`src/rtl/cpts_pkg.sv`:
```
// ============================================================================
// cpts_pkg: shared definitions for the counter priority task scheduler
// Slot table geometry, field widths, operation codes, table word layout and
// the opcodes of the shared arithmetic unit.
// ============================================================================
package cpts_pkg;

    // Slot table geometry
    localparam int NUM_SLOTS = 64;
    localparam int SLOT_W    = $clog2(NUM_SLOTS);
    localparam int IDX_W     = $clog2(NUM_SLOTS + 1);

    // Beat field widths
    localparam int FUNC_W  = 3;
    localparam int TASK_W  = 6;
    localparam int PRIO_W  = 8;
    localparam int SCNT_W  = 9;
    localparam int CNT_W   = 16;
    localparam int DEPTH_W = 8;

    // Operation codes carried in func
    localparam logic [FUNC_W-1:0] FUNC_TICK    = 3'd0;
    localparam logic [FUNC_W-1:0] FUNC_YIELD   = 3'd1;
    localparam logic [FUNC_W-1:0] FUNC_HOLD    = 3'd2;
    localparam logic [FUNC_W-1:0] FUNC_RELEASE = 3'd3;
    localparam logic [FUNC_W-1:0] FUNC_LOAD    = 3'd4;

    // Counter and depth limits
    localparam logic signed [CNT_W-1:0] CNT_MIN   = 16'sh8000;
    localparam logic signed [CNT_W-1:0] CNT_NONE  = -16'sd1;
    localparam logic signed [CNT_W-1:0] CNT_ONE   = 16'sd1;
    localparam logic [DEPTH_W-1:0]      DEPTH_MAX = 8'hFF;
    localparam logic [PRIO_W-1:0]       PRIO_RESET = 8'd1;

    // Shared arithmetic unit opcodes
    typedef logic [1:0] alu_op_t;
    localparam alu_op_t ALU_ADD      = 2'd0;
    localparam alu_op_t ALU_HALF_ADD = 2'd1;
    localparam alu_op_t ALU_CMP      = 2'd2;

    // One stored slot word
    typedef struct packed {
        logic [PRIO_W-1:0]         prio;
        logic signed [CNT_W-1:0]   cnt;
        logic [DEPTH_W-1:0]        depth;
    } slot_word_t;

    localparam slot_word_t RESET_WORD = '{prio: PRIO_RESET, cnt: '0, depth: '0};

    // Slot as seen on the table read port
    typedef struct packed {
        logic       valid;
        logic       runnable;
        slot_word_t word;
    } slot_entry_t;

    // Table write request
    typedef struct packed {
        logic              en;
        logic [SLOT_W-1:0] addr;
        slot_word_t        word;
        logic              flags_en;
        logic              valid;
        logic              runnable;
    } table_wr_t;

endpackage

```
`src/rtl/cpts_if.sv`:
```
// ============================================================================
// cpts_cmd_if / cpts_result_if: valid-ready channels of the scheduler
// Command beats carry one operation; result beats carry the current task.
// ============================================================================
interface cpts_cmd_if;
    logic                             valid;
    logic                             ready;
    logic [cpts_pkg::FUNC_W-1:0]      func;
    logic [cpts_pkg::TASK_W-1:0]      slot;
    logic                             valid_req;
    logic                             runnable;
    logic [cpts_pkg::PRIO_W-1:0]      prio;
    logic [cpts_pkg::SCNT_W-1:0]      start_count;

    modport source (output valid, func, slot, valid_req, runnable, prio, start_count,
                    input ready);
    modport sink   (input valid, func, slot, valid_req, runnable, prio, start_count,
                    output ready);
endinterface

interface cpts_result_if;
    logic                             valid;
    logic                             ready;
    logic [cpts_pkg::TASK_W-1:0]      current_task;
    logic                             switched;
    logic                             refilled;
    logic signed [cpts_pkg::CNT_W-1:0] current_count;

    modport source (output valid, current_task, switched, refilled, current_count,
                    input ready);
    modport sink   (input valid, current_task, switched, refilled, current_count,
                    output ready);
endinterface

```
`src/rtl/cpts_table.sv`:
```
// ============================================================================
// cpts_table: task slot table
// Priority, counter and depth live in a single-port-write, single-port-read
// memory with registered read. Valid, runnable and written flags are flops
// cleared by reset; a never-written slot reads back as the reset word.
// ============================================================================
module cpts_table (
    input  logic                      clk,
    input  logic                      rst_n,
    input  logic [cpts_pkg::SLOT_W-1:0] rd_addr,
    output cpts_pkg::slot_entry_t     rd_entry,
    input  cpts_pkg::table_wr_t       wr
);
    import cpts_pkg::*;

    slot_word_t           slot_mem [NUM_SLOTS];
    logic [NUM_SLOTS-1:0] valid_reg;
    logic [NUM_SLOTS-1:0] run_reg;
    logic [NUM_SLOTS-1:0] init_reg;

    slot_word_t rd_word_reg;
    logic       rd_valid_reg;
    logic       rd_run_reg;
    logic       rd_init_reg;

    // Memory write and registered read
    always_ff @(posedge clk)
    begin
        if (wr.en)
        begin
            slot_mem[wr.addr] <= wr.word;
        end
        rd_word_reg <= slot_mem[rd_addr];
    end

    // Per-slot flags
    always_ff @(posedge clk or negedge rst_n)
    begin
        if (!rst_n)
        begin
            valid_reg    <= '0;
            run_reg      <= '0;
            init_reg     <= '0;
            rd_valid_reg <= 1'b0;
            rd_run_reg   <= 1'b0;
            rd_init_reg  <= 1'b0;
        end
        else
        begin
            if (wr.en)
            begin
                init_reg[wr.addr] <= 1'b1;
                if (wr.flags_en)
                begin
                    valid_reg[wr.addr] <= wr.valid;
                    run_reg[wr.addr]   <= wr.runnable;
                end
            end
            rd_valid_reg <= valid_reg[rd_addr];
            rd_run_reg   <= run_reg[rd_addr];
            rd_init_reg  <= init_reg[rd_addr];
        end
    end

    // Unwritten slots read as reset values
    always_comb
    begin
        rd_entry.valid    = rd_valid_reg;
        rd_entry.runnable = rd_run_reg;
        rd_entry.word     = rd_init_reg ? rd_word_reg : RESET_WORD;
    end

endmodule

```
`src/rtl/cpts_alu.sv`:
```
// ============================================================================
// cpts_alu: shared arithmetic and compare unit
// One 16-bit adder serves decrement, depth steps and counter refill; one
// signed comparator serves the best-slot scan.
// ============================================================================
module cpts_alu (
    input  cpts_pkg::alu_op_t                op,
    input  logic signed [cpts_pkg::CNT_W-1:0] a,
    input  logic signed [cpts_pkg::CNT_W-1:0] b,
    output logic signed [cpts_pkg::CNT_W-1:0] res,
    output logic                             gt
);
    import cpts_pkg::*;

    logic signed [CNT_W-1:0] lhs;

    // Operand shaping: halve for refill, pass through otherwise
    always_comb
    begin
        case (op)
            ALU_HALF_ADD: lhs = a >>> 1;
            ALU_ADD:      lhs = a;
            ALU_CMP:      lhs = a;
            default:      lhs = a;
        endcase
    end

    assign res = lhs + b;
    assign gt  = (a > b);

endmodule

```
`src/rtl/counter_priority_task_scheduler_core.sv`:
```
// ============================================================================
// counter_priority_task_scheduler_core: goodness-counter task scheduler
// Keeps a table of task slots and runs tick, yield, preemption and load
// operations, rescheduling by a sweep over the slot table.
// ============================================================================
// One command beat is taken at a time; the block drops ready until the result
// is in its output register, and takes the next command while that result is
// still waiting. Load, preempt hold/release, unused codes and a tick that does
// not run out go through execute, a final read and the output register; a
// reschedule sweeps the slot table through its single read port, one slot a
// cycle, and a counter refill pass and a second scan are added when needed.
// Slot flags are cleared by reset directly; there is no clearing pass, and
// commands are taken right after reset.
module counter_priority_task_scheduler_core (
    input  logic          clk,
    input  logic          rst_n,
    cpts_cmd_if.sink      cmd,
    cpts_result_if.source result
);
    import cpts_pkg::*;

    localparam logic [2:0] S_IDLE   = 3'd0;
    localparam logic [2:0] S_EXEC   = 3'd1;
    localparam logic [2:0] S_SCAN   = 3'd2;
    localparam logic [2:0] S_REFILL = 3'd3;
    localparam logic [2:0] S_FIN_RD = 3'd4;
    localparam logic [2:0] S_FIN    = 3'd5;

    logic [2:0] state_reg, state_next;

    // Captured command
    logic [FUNC_W-1:0] func_reg;
    logic [TASK_W-1:0] slot_reg;
    logic              valid_req_reg;
    logic              runnable_reg;
    logic [PRIO_W-1:0] prio_reg;
    logic [SCNT_W-1:0] start_count_reg;

    // Scheduler state
    logic [SLOT_W-1:0]       cur_reg, cur_next;
    logic                    sw_reg, sw_next;
    logic                    rf_reg, rf_next;
    logic signed [CNT_W-1:0] best_reg, best_next;
    logic [SLOT_W-1:0]       pick_reg, pick_next;
    logic [IDX_W-1:0]        idx_reg, idx_next;
    logic                    dv_reg, dv_next;
    logic [SLOT_W-1:0]       didx_reg, didx_next;

    // Output register
    logic                    out_valid_reg, out_valid_next;
    logic [TASK_W-1:0]       out_task_reg;
    logic                    out_sw_reg;
    logic                    out_rf_reg;
    logic signed [CNT_W-1:0] out_count_reg;

    logic                    cmd_take;
    logic                    fin_load;
    logic                    load_hit;
    logic                    resched;
    logic                    sweep_issue;
    logic                    sweep_done;
    logic signed [CNT_W-1:0] new_cnt;
    logic [DEPTH_W-1:0]      new_depth;

    logic [SLOT_W-1:0] rd_addr;
    slot_entry_t       rd_entry;
    table_wr_t         wr;

    alu_op_t                 alu_op;
    logic signed [CNT_W-1:0] alu_a;
    logic signed [CNT_W-1:0] alu_b;
    logic signed [CNT_W-1:0] alu_res;
    logic                    alu_gt;

    cpts_table u_table (
        .clk      (clk),
        .rst_n    (rst_n),
        .rd_addr  (rd_addr),
        .rd_entry (rd_entry),
        .wr       (wr)
    );

    cpts_alu u_alu (
        .op  (alu_op),
        .a   (alu_a),
        .b   (alu_b),
        .res (alu_res),
        .gt  (alu_gt)
    );

    assign cmd.ready   = (state_reg == S_IDLE);
    assign cmd_take    = cmd.valid && cmd.ready;
    assign fin_load    = (state_reg == S_FIN) && (!out_valid_reg || result.ready);
    assign load_hit    = (32'(slot_reg) < 32'(NUM_SLOTS));
    assign sweep_issue = (idx_reg < IDX_W'(NUM_SLOTS));
    assign sweep_done  = !sweep_issue && !dv_reg;

    // Sequencer and datapath control
    always_comb
    begin
        state_next = state_reg;
        cur_next   = cur_reg;
        sw_next    = sw_reg;
        rf_next    = rf_reg;
        best_next  = best_reg;
        pick_next  = pick_reg;
        idx_next   = idx_reg;
        dv_next    = dv_reg;
        didx_next  = didx_reg;
        rd_addr    = cur_reg;
        wr         = '0;
        alu_op     = ALU_CMP;
        alu_a      = rd_entry.word.cnt;
        alu_b      = best_reg;
        resched    = 1'b0;
        new_cnt    = rd_entry.word.cnt;
        new_depth  = rd_entry.word.depth;

        case (state_reg)
            S_IDLE:
            begin
                if (cmd_take)
                begin
                    sw_next    = 1'b0;
                    rf_next    = 1'b0;
                    state_next = S_EXEC;
                end
            end

            // Read-modify-write of the current slot, or a slot load
            S_EXEC:
            begin
                wr.addr = cur_reg;
                wr.word = rd_entry.word;
                case (func_reg)
                    FUNC_TICK:
                    begin
                        alu_op = ALU_ADD;
                        alu_b  = CNT_NONE;
                        if (rd_entry.word.cnt != CNT_MIN)
                        begin
                            new_cnt = alu_res;
                        end
                        resched = !((!new_cnt[CNT_W-1] && (new_cnt != '0))
                                    || (rd_entry.word.depth != '0));
                        wr.en       = 1'b1;
                        wr.word.cnt = resched ? '0 : new_cnt;
                    end
                    FUNC_YIELD:
                    begin
                        resched     = 1'b1;
                        wr.en       = 1'b1;
                        wr.word.cnt = '0;
                    end
                    FUNC_HOLD:
                    begin
                        alu_op = ALU_ADD;
                        alu_a  = $signed(CNT_W'(rd_entry.word.depth));
                        alu_b  = CNT_ONE;
                        if (rd_entry.word.depth != DEPTH_MAX)
                        begin
                            new_depth = alu_res[DEPTH_W-1:0];
                        end
                        wr.en         = 1'b1;
                        wr.word.depth = new_depth;
                    end
                    FUNC_RELEASE:
                    begin
                        alu_op = ALU_ADD;
                        alu_a  = $signed(CNT_W'(rd_entry.word.depth));
                        alu_b  = CNT_NONE;
                        if (rd_entry.word.depth != '0)
                        begin
                            new_depth = alu_res[DEPTH_W-1:0];
                        end
                        wr.en         = 1'b1;
                        wr.word.depth = new_depth;
                    end
                    FUNC_LOAD:
                    begin
                        wr.en         = load_hit;
                        wr.addr       = SLOT_W'(slot_reg);
                        wr.word.prio  = prio_reg;
                        wr.word.cnt   = $signed(CNT_W'(start_count_reg));
                        wr.word.depth = '0;
                        wr.flags_en   = 1'b1;
                        wr.valid      = valid_req_reg;
                        wr.runnable   = runnable_reg;
                    end
                    default:
                    begin
                        wr.en = 1'b0;
                    end
                endcase

                if (resched)
                begin
                    best_next  = CNT_NONE;
                    pick_next  = '0;
                    idx_next   = '0;
                    dv_next    = 1'b0;
                    state_next = S_SCAN;
                end
                else
                begin
                    state_next = S_FIN_RD;
                end
            end

            // Best-slot scan, one slot a cycle
            S_SCAN:
            begin
                dv_next = sweep_issue;
                if (sweep_issue)
                begin
                    rd_addr   = idx_reg[SLOT_W-1:0];
                    idx_next  = idx_reg + 1'b1;
                    didx_next = idx_reg[SLOT_W-1:0];
                end
                if (dv_reg && rd_entry.valid && rd_entry.runnable && alu_gt)
                begin
                    best_next = rd_entry.word.cnt;
                    pick_next = didx_reg;
                end
                if (sweep_done)
                begin
                    if ((best_reg == '0) && !rf_reg)
                    begin
                        rf_next    = 1'b1;
                        idx_next   = '0;
                        state_next = S_REFILL;
                    end
                    else
                    begin
                        sw_next    = (pick_reg != cur_reg);
                        cur_next   = pick_reg;
                        state_next = S_FIN_RD;
                    end
                end
            end

            // Counter refill of every valid slot
            S_REFILL:
            begin
                dv_next = sweep_issue;
                if (sweep_issue)
                begin
                    rd_addr   = idx_reg[SLOT_W-1:0];
                    idx_next  = idx_reg + 1'b1;
                    didx_next = idx_reg[SLOT_W-1:0];
                end
                alu_op = ALU_HALF_ADD;
                alu_b  = $signed(CNT_W'(rd_entry.word.prio));
                if (dv_reg && rd_entry.valid)
                begin
                    wr.en       = 1'b1;
                    wr.addr     = didx_reg;
                    wr.word     = rd_entry.word;
                    wr.word.cnt = alu_res;
                end
                if (sweep_done)
                begin
                    best_next  = CNT_NONE;
                    pick_next  = '0;
                    idx_next   = '0;
                    state_next = S_SCAN;
                end
            end

            S_FIN_RD:
            begin
                state_next = S_FIN;
            end

            S_FIN:
            begin
                if (fin_load)
                begin
                    state_next = S_IDLE;
                end
            end

            default:
            begin
                state_next = S_IDLE;
            end
        endcase
    end

    // Output register occupancy
    always_comb
    begin
        out_valid_next = out_valid_reg;
        if (result.valid && result.ready)
        begin
            out_valid_next = 1'b0;
        end
        if (fin_load)
        begin
            out_valid_next = 1'b1;
        end
    end

    // Control state
    always_ff @(posedge clk or negedge rst_n)
    begin
        if (!rst_n)
        begin
            state_reg     <= S_IDLE;
            cur_reg       <= '0;
            sw_reg        <= 1'b0;
            rf_reg        <= 1'b0;
            best_reg      <= CNT_NONE;
            pick_reg      <= '0;
            idx_reg       <= '0;
            dv_reg        <= 1'b0;
            didx_reg      <= '0;
            out_valid_reg <= 1'b0;
        end
        else
        begin
            state_reg     <= state_next;
            cur_reg       <= cur_next;
            sw_reg        <= sw_next;
            rf_reg        <= rf_next;
            best_reg      <= best_next;
            pick_reg      <= pick_next;
            idx_reg       <= idx_next;
            dv_reg        <= dv_next;
            didx_reg      <= didx_next;
            out_valid_reg <= out_valid_next;
        end
    end

    // Command capture and result payload
    always_ff @(posedge clk)
    begin
        if (cmd_take)
        begin
            func_reg        <= cmd.func;
            slot_reg        <= cmd.slot;
            valid_req_reg   <= cmd.valid_req;
            runnable_reg    <= cmd.runnable;
            prio_reg        <= cmd.prio;
            start_count_reg <= cmd.start_count;
        end
        if (fin_load)
        begin
            out_task_reg  <= TASK_W'(cur_reg);
            out_sw_reg    <= sw_reg;
            out_rf_reg    <= rf_reg;
            out_count_reg <= rd_entry.word.cnt;
        end
    end

    assign result.valid         = out_valid_reg;
    assign result.current_task  = out_task_reg;
    assign result.switched      = out_sw_reg;
    assign result.refilled      = out_rf_reg;
    assign result.current_count = out_count_reg;

`ifndef SYNTH
    // One command at a time: ready drops right after a command beat
    assert property (@(posedge clk) disable iff (!rst_n)
        cmd_take |=> !cmd.ready)
    else $error("command accepted while a previous one is in flight");

    // Only tick and yield can trigger a counter refill
    assert property (@(posedge clk) disable iff (!rst_n)
        (fin_load && rf_reg) |-> (func_reg == FUNC_TICK || func_reg == FUNC_YIELD))
    else $error("refill reported for an operation that does not reschedule");

    // Sweep index never runs past the table
    assert property (@(posedge clk) disable iff (!rst_n)
        idx_reg <= IDX_W'(NUM_SLOTS))
    else $error("slot sweep index out of range");
`endif

endmodule
```
`src/flat_wrapper.sv`:
```
// flat-port wrapper written by rule: the top's interface ports become plain ports
module counter_priority_task_scheduler_core_flat import cpts_pkg::*;
  (clk, rst_n, cmd_valid, cmd_func, cmd_slot, cmd_valid_req, cmd_runnable, cmd_prio, cmd_start_count, cmd_ready, result_valid, result_current_task, result_switched, result_refilled, result_current_count, result_ready);
  cpts_cmd_if cmd_i ();
  cpts_result_if result_i ();
  input  logic clk;
  input  logic rst_n;
  input wire logic [$bits(cmd_i.valid)-1:0] cmd_valid;
  input wire logic [$bits(cmd_i.func)-1:0] cmd_func;
  input wire logic [$bits(cmd_i.slot)-1:0] cmd_slot;
  input wire logic [$bits(cmd_i.valid_req)-1:0] cmd_valid_req;
  input wire logic [$bits(cmd_i.runnable)-1:0] cmd_runnable;
  input wire logic [$bits(cmd_i.prio)-1:0] cmd_prio;
  input wire logic [$bits(cmd_i.start_count)-1:0] cmd_start_count;
  output wire logic [$bits(cmd_i.ready)-1:0] cmd_ready;
  output wire logic [$bits(result_i.valid)-1:0] result_valid;
  output wire logic [$bits(result_i.current_task)-1:0] result_current_task;
  output wire logic [$bits(result_i.switched)-1:0] result_switched;
  output wire logic [$bits(result_i.refilled)-1:0] result_refilled;
  output wire logic [$bits(result_i.current_count)-1:0] result_current_count;
  input wire logic [$bits(result_i.ready)-1:0] result_ready;
  assign cmd_i.valid = cmd_valid;
  assign cmd_i.func = cmd_func;
  assign cmd_i.slot = cmd_slot;
  assign cmd_i.valid_req = cmd_valid_req;
  assign cmd_i.runnable = cmd_runnable;
  assign cmd_i.prio = cmd_prio;
  assign cmd_i.start_count = cmd_start_count;
  assign cmd_ready = cmd_i.ready;
  assign result_valid = result_i.valid;
  assign result_current_task = result_i.current_task;
  assign result_switched = result_i.switched;
  assign result_refilled = result_i.refilled;
  assign result_current_count = result_i.current_count;
  assign result_i.ready = result_ready;
  counter_priority_task_scheduler_core u_core (.clk(clk), .rst_n(rst_n), .cmd(cmd_i), .result(result_i));
endmodule
```
`config.mk`:
```
export PLATFORM = sky130hd
export DESIGN_NAME = counter_priority_task_scheduler_core_flat
export DESIGN_NICKNAME = d
export VERILOG_FILES = /design/src/rtl/cpts_pkg.sv /design/src/rtl/cpts_if.sv /design/src/rtl/cpts_table.sv /design/src/rtl/cpts_alu.sv /design/src/rtl/counter_priority_task_scheduler_core.sv /design/src/flat_wrapper.sv
export SDC_FILE = /design/constraint.sdc
export NUM_CORES = 2
export LEC_CHECK = 0
export ABC_AREA = 1
export BUFFER_PORTS_ARGS = -buffer_cell sky130_fd_sc_hd__buf_2
export CAP_MARGIN = 10
export CORE_MARGIN = 2
export CORE_UTILIZATION = 33
export CTS_BUF_LIST = sky130_fd_sc_hd__clkbuf_8
export DETAILED_ROUTE_END_ITERATION = 8
export MAX_ROUTING_LAYER = met4
export PLACE_DENSITY = 0.52
export RECOVER_POWER = 100
export SYNTH_ARGS = -nofsm -noshare
export SYNTH_HDL_FRONTEND = slang
export SYNTH_SLANG_ARGS = --single-unit
```
`constraint.sdc`:
```
create_clock -name clk -period 9.6 [get_ports clk]
set_input_delay 1.44 -clock clk [delete_from_list [all_inputs] [get_ports clk]]
set_output_delay 1.44 -clock clk [all_outputs]
set_load 0.005 [all_outputs]
```
# Yosys cells after proc, flatten, opt, wreduce, memory -nomap -nowiden
# Memories as Yosys holds them, arrays and structs flattened. A register that Yosys moved wholly into a read port is not among the register bits.
# Index checks and enable logic that the tools add are counted.
[totals]
regBits = 295
ramBits = 2048
input_bits = 32
out_inout_bits = 26
wordCells = 168
mem_count = 1
[mem_list]
columns = ["name", "words", "width", "rd", "rd_clocked_by_memory_dff", "write_ports", "line", "source"]
rows = [
  ["u_core.u_table.slot_mem", 64, 32, 1, 1, 1, "cpts_table.sv:16", "slot_word_t slot_mem [NUM_SLOTS];"],
]
[classes]
add_sub_neg = 2
n_lt_le_gt_ge = 5
eq_ne = 21
mux = 70
bitwise = 2
n_reduce_logical = 41
[op_table]
columns = ["cell", "n"]
rows = [
  ["$mux 16", 9],
  ["$bwmux 64", 2],
  ["$pmux 16 s3", 2],
  ["$pmux 39 s2", 1],
  ["$or 64x64->64", 1],
  ["$pmux 16 s2", 2],
  ["$mux 39", 1],
  ["$mux 7", 5],
  ["$mux 32", 1],
  ["$mux 6", 5],
  ["$mux 3", 8],
  ["$pmux 8 s3", 1],
  ["$pmux 7 s3", 1],
  ["$bmux 1 s6", 3],
  ["$pmux 3 s6", 1],
  ["$pmux 6 s3", 1],
  ["$add 16x16->16", 1],
  ["$gt 16x16->1", 1],
  ["$logic_not 16->1", 1],
  ["$mux 1", 16],
  ["$mux 8", 2],
  ["$ne 16x16->1 const B", 1],
  ["$reduce_and 4->1", 4],
  ["$reduce_bool 16->1", 1],
  ["31 further kinds", 70],
]

# Depth between registers and ports, before layout
[depth]
ltp_word = 21
ltp_mapped = 32
ltp_nobuf = 31

# Modules after synthesis
# A second synthesis with hierarchy kept.
[hier_totals]
hier_cells = 8881
area_unflattened_um2 = 99200.1
[by_module_without_submodules]
columns = ["module", "n_inst", "cells_per_inst", "area_each_um2"]
rows = [
  ["cpts_table", 1, 7904, 92069.6],
  ["counter_priority_task_scheduler_core", 1, 734, 5698.0],
  ["cpts_alu", 1, 243, 1432.6],
]

# Worst setup path before layout
# No wires, ideal clock.
[synth_path]
path_type = "reg-to-reg"
startpoint = "register u_core.state_reg[2]"
endpoint = "memory u_core.u_table.slot_mem[0][17] (netlist name) (data pin)"
arrival_ps = 6139
t_required_ps = 8898
setup_slack_ps = 2759
stages_incl_launch_ff = 29
path_buffers = 3
path_cell_list = "dfrtp_1 buf_4 nor2_2 inv_2 nor2_1 inv_1 a21oi_1 clkbuf_1 o21ai_0 o21ai_0 ha_1 inv_1 fa_1 inv_1 nand2_1 nand2_1 nand3_1 nand2_1 nand2_1 nand3_1 nand3_1 nand2_1 nor2_1 nand2_1 nand2_1 nand2_1 buf_2 a21oi_1 o21ai_0"
[synth_rtl]
columns = ["item", "line", "source"]
rows = [
  ["from (decl)", "counter_priority_task_scheduler_core.sv:29", "logic [2:0] state_reg, state_next;"],
  ["from (signal assigned)", "counter_priority_task_scheduler_core.sv:322", "state_reg <= state_next;"],
  ["to (decl)", "cpts_table.sv:16", ""],
]

# Worst setup path after layout
[layout_path]
startpoint = "register u_core.state_reg[2]"
endpoint = "memory u_core.u_table.slot_mem[38][13] (netlist name) (enable)"
[layout_between]
elab_chain_len = 4
[layout_rtl]
columns = ["item", "line", "source"]
rows = [
  ["$eq 3x2->1 / $eq 3x1->1 (equally long branches)", "counter_priority_task_scheduler_core.sv:119", "case (state_reg)"],
  ["$pmux 39 s2 (*)", "counter_priority_task_scheduler_core.sv:119", ""],
  ["$mux 1", "cpts_table.sv:29", "if (wr.en)"],
  ["$mux 1 (not written as such)", "cpts_table.sv:31", "slot_mem[wr.addr] <= wr.word;"],
]
# Mark *: on every way between the ends. The rest lies on a longest branch, timed or not.

==> run metrics <==
internal power between 15,000 and 20,000 uW; CTS tree built; Power per Cell Area 315 mW/mm^2; Hold Startpoint u_core.sw_reg; hold worst-path end u_core.result.switched; IO Port Bufs 57; failing checks capacitance limit, slew limit; Mapped Nets approximately 7,800; Area after DPL about 0.10 sq mm; placed insts roughly 11,000; slowest stage delay, CP around 1800 ps; final cell count without fillers 12,100; switching share of total power between 40% and 50%; Synth Flop Type edfxtp_1; Starting Density roughly a third; Final Skew approximately 110 ps; GRT Overall Usage between 20% and 30%; commonest non-fill, non-tap cell in the layout edfxtp_1; Final Hold Fails 0; Sequential Power Share between 30% and 40%; TritonRoute pass-1 iters 6; Post-synth EDFFs approximately 2,100; dpl hpwl 173,000 um; CP Max Fanout 33; Cell Chain, Critical Path nor2_1 > inv_1 > nor2_1 > inv_1 > nor2_1 > a21oi_1 > nor2_1 > clkinv_1 > nor2_1 > inv_2 > nor3_2 > clkbuf_2; most frequent cells in the layout 2,100 x edfxtp_1, 1,376 x o21ai_0, 1,254 x nor2_1, 486 x nand2_1, 411 x clkbuf_8; Row Count slightly below 200; clk buf depth 4; layout cells sized above 1 10.0%; post-synth top area share between 60% and 70%; Reg clk slew, reported paths about 60 ps; die area 0.297 sq mm; combinational share of power approximately two fifths; LEAKAGE between 0.03 and 0.04 uW; CTS resizes 0; clock share of power between 20% and 30%; reg2reg setup slack ~1600 ps; final setup TNS 0 ps; final setup vio count 0; Worst Reg-to-Reg Cells 12; fmax 0.125 GHz; Die X between 500 and 600 um; Slew @ Worst Pin between 4000 and 5000 ps; top cell type by total area after synthesis edfxtp_1; vias in the first global route between 60,000 and 70,000; first-pass GRT wire length between 400,000 and 500,000 um; Detailed Route Iter0 Violations ~8,300; vias per inst around 5.6; crit path max-delay cell type nor2_1; Slew HR -213%; Post-CTS Setup Repair Bufs 0; Synth Cell Area slightly below 0.1 sq mm; CTS sink cnt 2,375; GP Congestion roughly 0.91; grt total ovfl 0; cts bufs inserted approximately 400; DRC Markers 0; hold path depth 0; total routed wirelength 334,000 um; Biggest register u_core.u_table.slot_mem; area grow syn2layout 12.6%; Hold-fix buffers, CTS 0; maximum vdd drop 0.000260 V; Yosys warning count 0; MaxCap Viol Count 31; Root Buffer clkbuf_8; Critical Path RT 10,180 ps; max-slew violation count 1,195; sequential share of the synthesized area slightly above 70%; final instance area roughly 0.11 sq mm; Avg Inst Size Synth about 12 sq um; min Tclk post-route 8020 ps; Final Cycle Share between 80% and 90%; Nets 7,912; Ports between 50 and 60; largest net degree at the start of global routing around 170; CP Capture Type register; asr flop ratio synth approximately 10%; Routed WL per cell roughly 28 um; P_sw about 15,000 uW; H-Tree Depth 5; Post-Synthesis Cells roughly 7,800; Antenna Nets Post-Route 0; Reg-to-Reg Start u_core.state_reg[2]; worst r2r dst u_core.u_table.slot_mem[38][13]; number of flip-flops in the largest register 2,048; Core Area around 0.29 sq mm; most frequent CP cell nor2_1; antenna violations before repair 23; Fill cells around 28,000; die height around 540 um; synth unique cells 57; top cells by area, synth edfxtp_1 65%, o21ai_0 7.0%, dfrtp_1 5.9%, nor2_1 5.0%, o211ai_1 2.3%; synthesized flop and latch total roughly 2,400; status finished with violations; Vias ~67,000; startpoint types register; endpoint arrival time on the critical path approximately 8600 ps; critical path type register to register; clk_lat worst skew about 1000 ps; unrepaired setup endpoints after global routing no; type of the worst min-delay path register to register
-- synth_stat cells, types with 6 or more instances --
cell / n
o21ai_0: 1348
nor3_1: 47
or2_1: 18
inv_1: 209
nand3_1: 271
edfxtp_1: 2100
o221ai_1: 239
or2_2: 19
dfxtp_1: 32
inv_2: 22
nand2_1: 479
buf_2: 73
a21boi_0: 8
nand2_2: 10
nor2_1: 1278
o21ai_1: 63
o22ai_1: 319
buf_1: 12
nand4_1: 40
ha_1: 32
o211ai_1: 291
a221oi_1: 7
dfrtp_1: 227
nor2_2: 7
nor2_4: 6
a21oi_1: 71
dfstp_2: 16
clkbuf_1: 450
buf_4: 10
-- cell families after synthesis --
logic type               synth area share, %
AO/OA/AOI/OAI                           14.6
XOR/XNOR                              0.0727
adder cells (fa/ha/maj)                0.436
buffers and inverters                   3.22
flip-flops                              72.4
AND/OR/NAND/NOR                         9.33
-- through the flow --
stage | power (uW) | utilization [%] | worst slack, ps | hold WS (ps)
floorplan | 20400 | - | 2760 | 425
global placement | 25800 | 35.0 | 3270 | 433
detailed placement | 25900 | 35.0 | 3310 | 437
CTS | 34300 | 37.5 | 3230 | 370
global route | 35900 | 37.3 | 1340 | 460
finish | 34300 | 37.3 | 1580 | 418
-- critical path, delay by kind of cell (launching register included) --
kind | cells | cell delay, ps
buf+inv | 5 | 2480
flops | 1 | 450
simple gates | 6 | 3860
compound gates | 1 | 730
-- layer usage --
metal / up-vias / share of wire [%] / global-route usage (%)
met1: 34400 / 43 / 30.9
met3: 546 / 7.8 / 3.18
met2: 3087 / 46 / 34.8
li1: 29200 / - / -
met5: - / 0 / -
met4: 0 / 3.3 / 7.08
-- worst max-delay path by stage --
stage                                    from                              end  slack (ps)
after global placement    u_core.state_reg[2]    u_core.u_table.slot_mem[4][8]        3270
after global routing      u_core.state_reg[2]    u_core.u_table.slot_mem[7][0]        1340
final                     u_core.state_reg[2]  u_core.u_table.slot_mem[38][13]        1580
after detailed placement  u_core.state_reg[2]    u_core.u_table.slot_mem[2][8]        3310
after floorplan           u_core.state_reg[2]   u_core.u_table.slot_mem[0][17]        2760
after CTS                 u_core.state_reg[2]   u_core.u_table.slot_mem[53][8]        3230
-- power groups by stage --
stage / Combinational, uW / Clock (uW) / Sequential, uW
4_1_cts: 13600 / 8580 / 12100
2_1_floorplan: 8160 / 0 / 12300
5_1_grt: 14700 / 9010 / 12100
3_3_place_gp: 13500 / 0 / 12300
3_5_place_dp: 13600 / 0 / 12300
6_report: 13700 / 8410 / 12100
-- layout make-up --
class | instances | area, sq um | area share [%]
sequential | 2375 | 69800 | 64.3
multi-input combinational | 4602 | 24000 | 22.1
clock buffer | 411 | 5660 | 5.21
tap | 3900 | 4880 | 4.49
timing repair buffer | 240 | 1760 | 1.62
clock inverter | 289 | 1560 | 1.43
inverter | 233 | 903 | 0.832
antenna | 12 | 30.0 | 0.0276
Power figures use the tool's default switching activity.
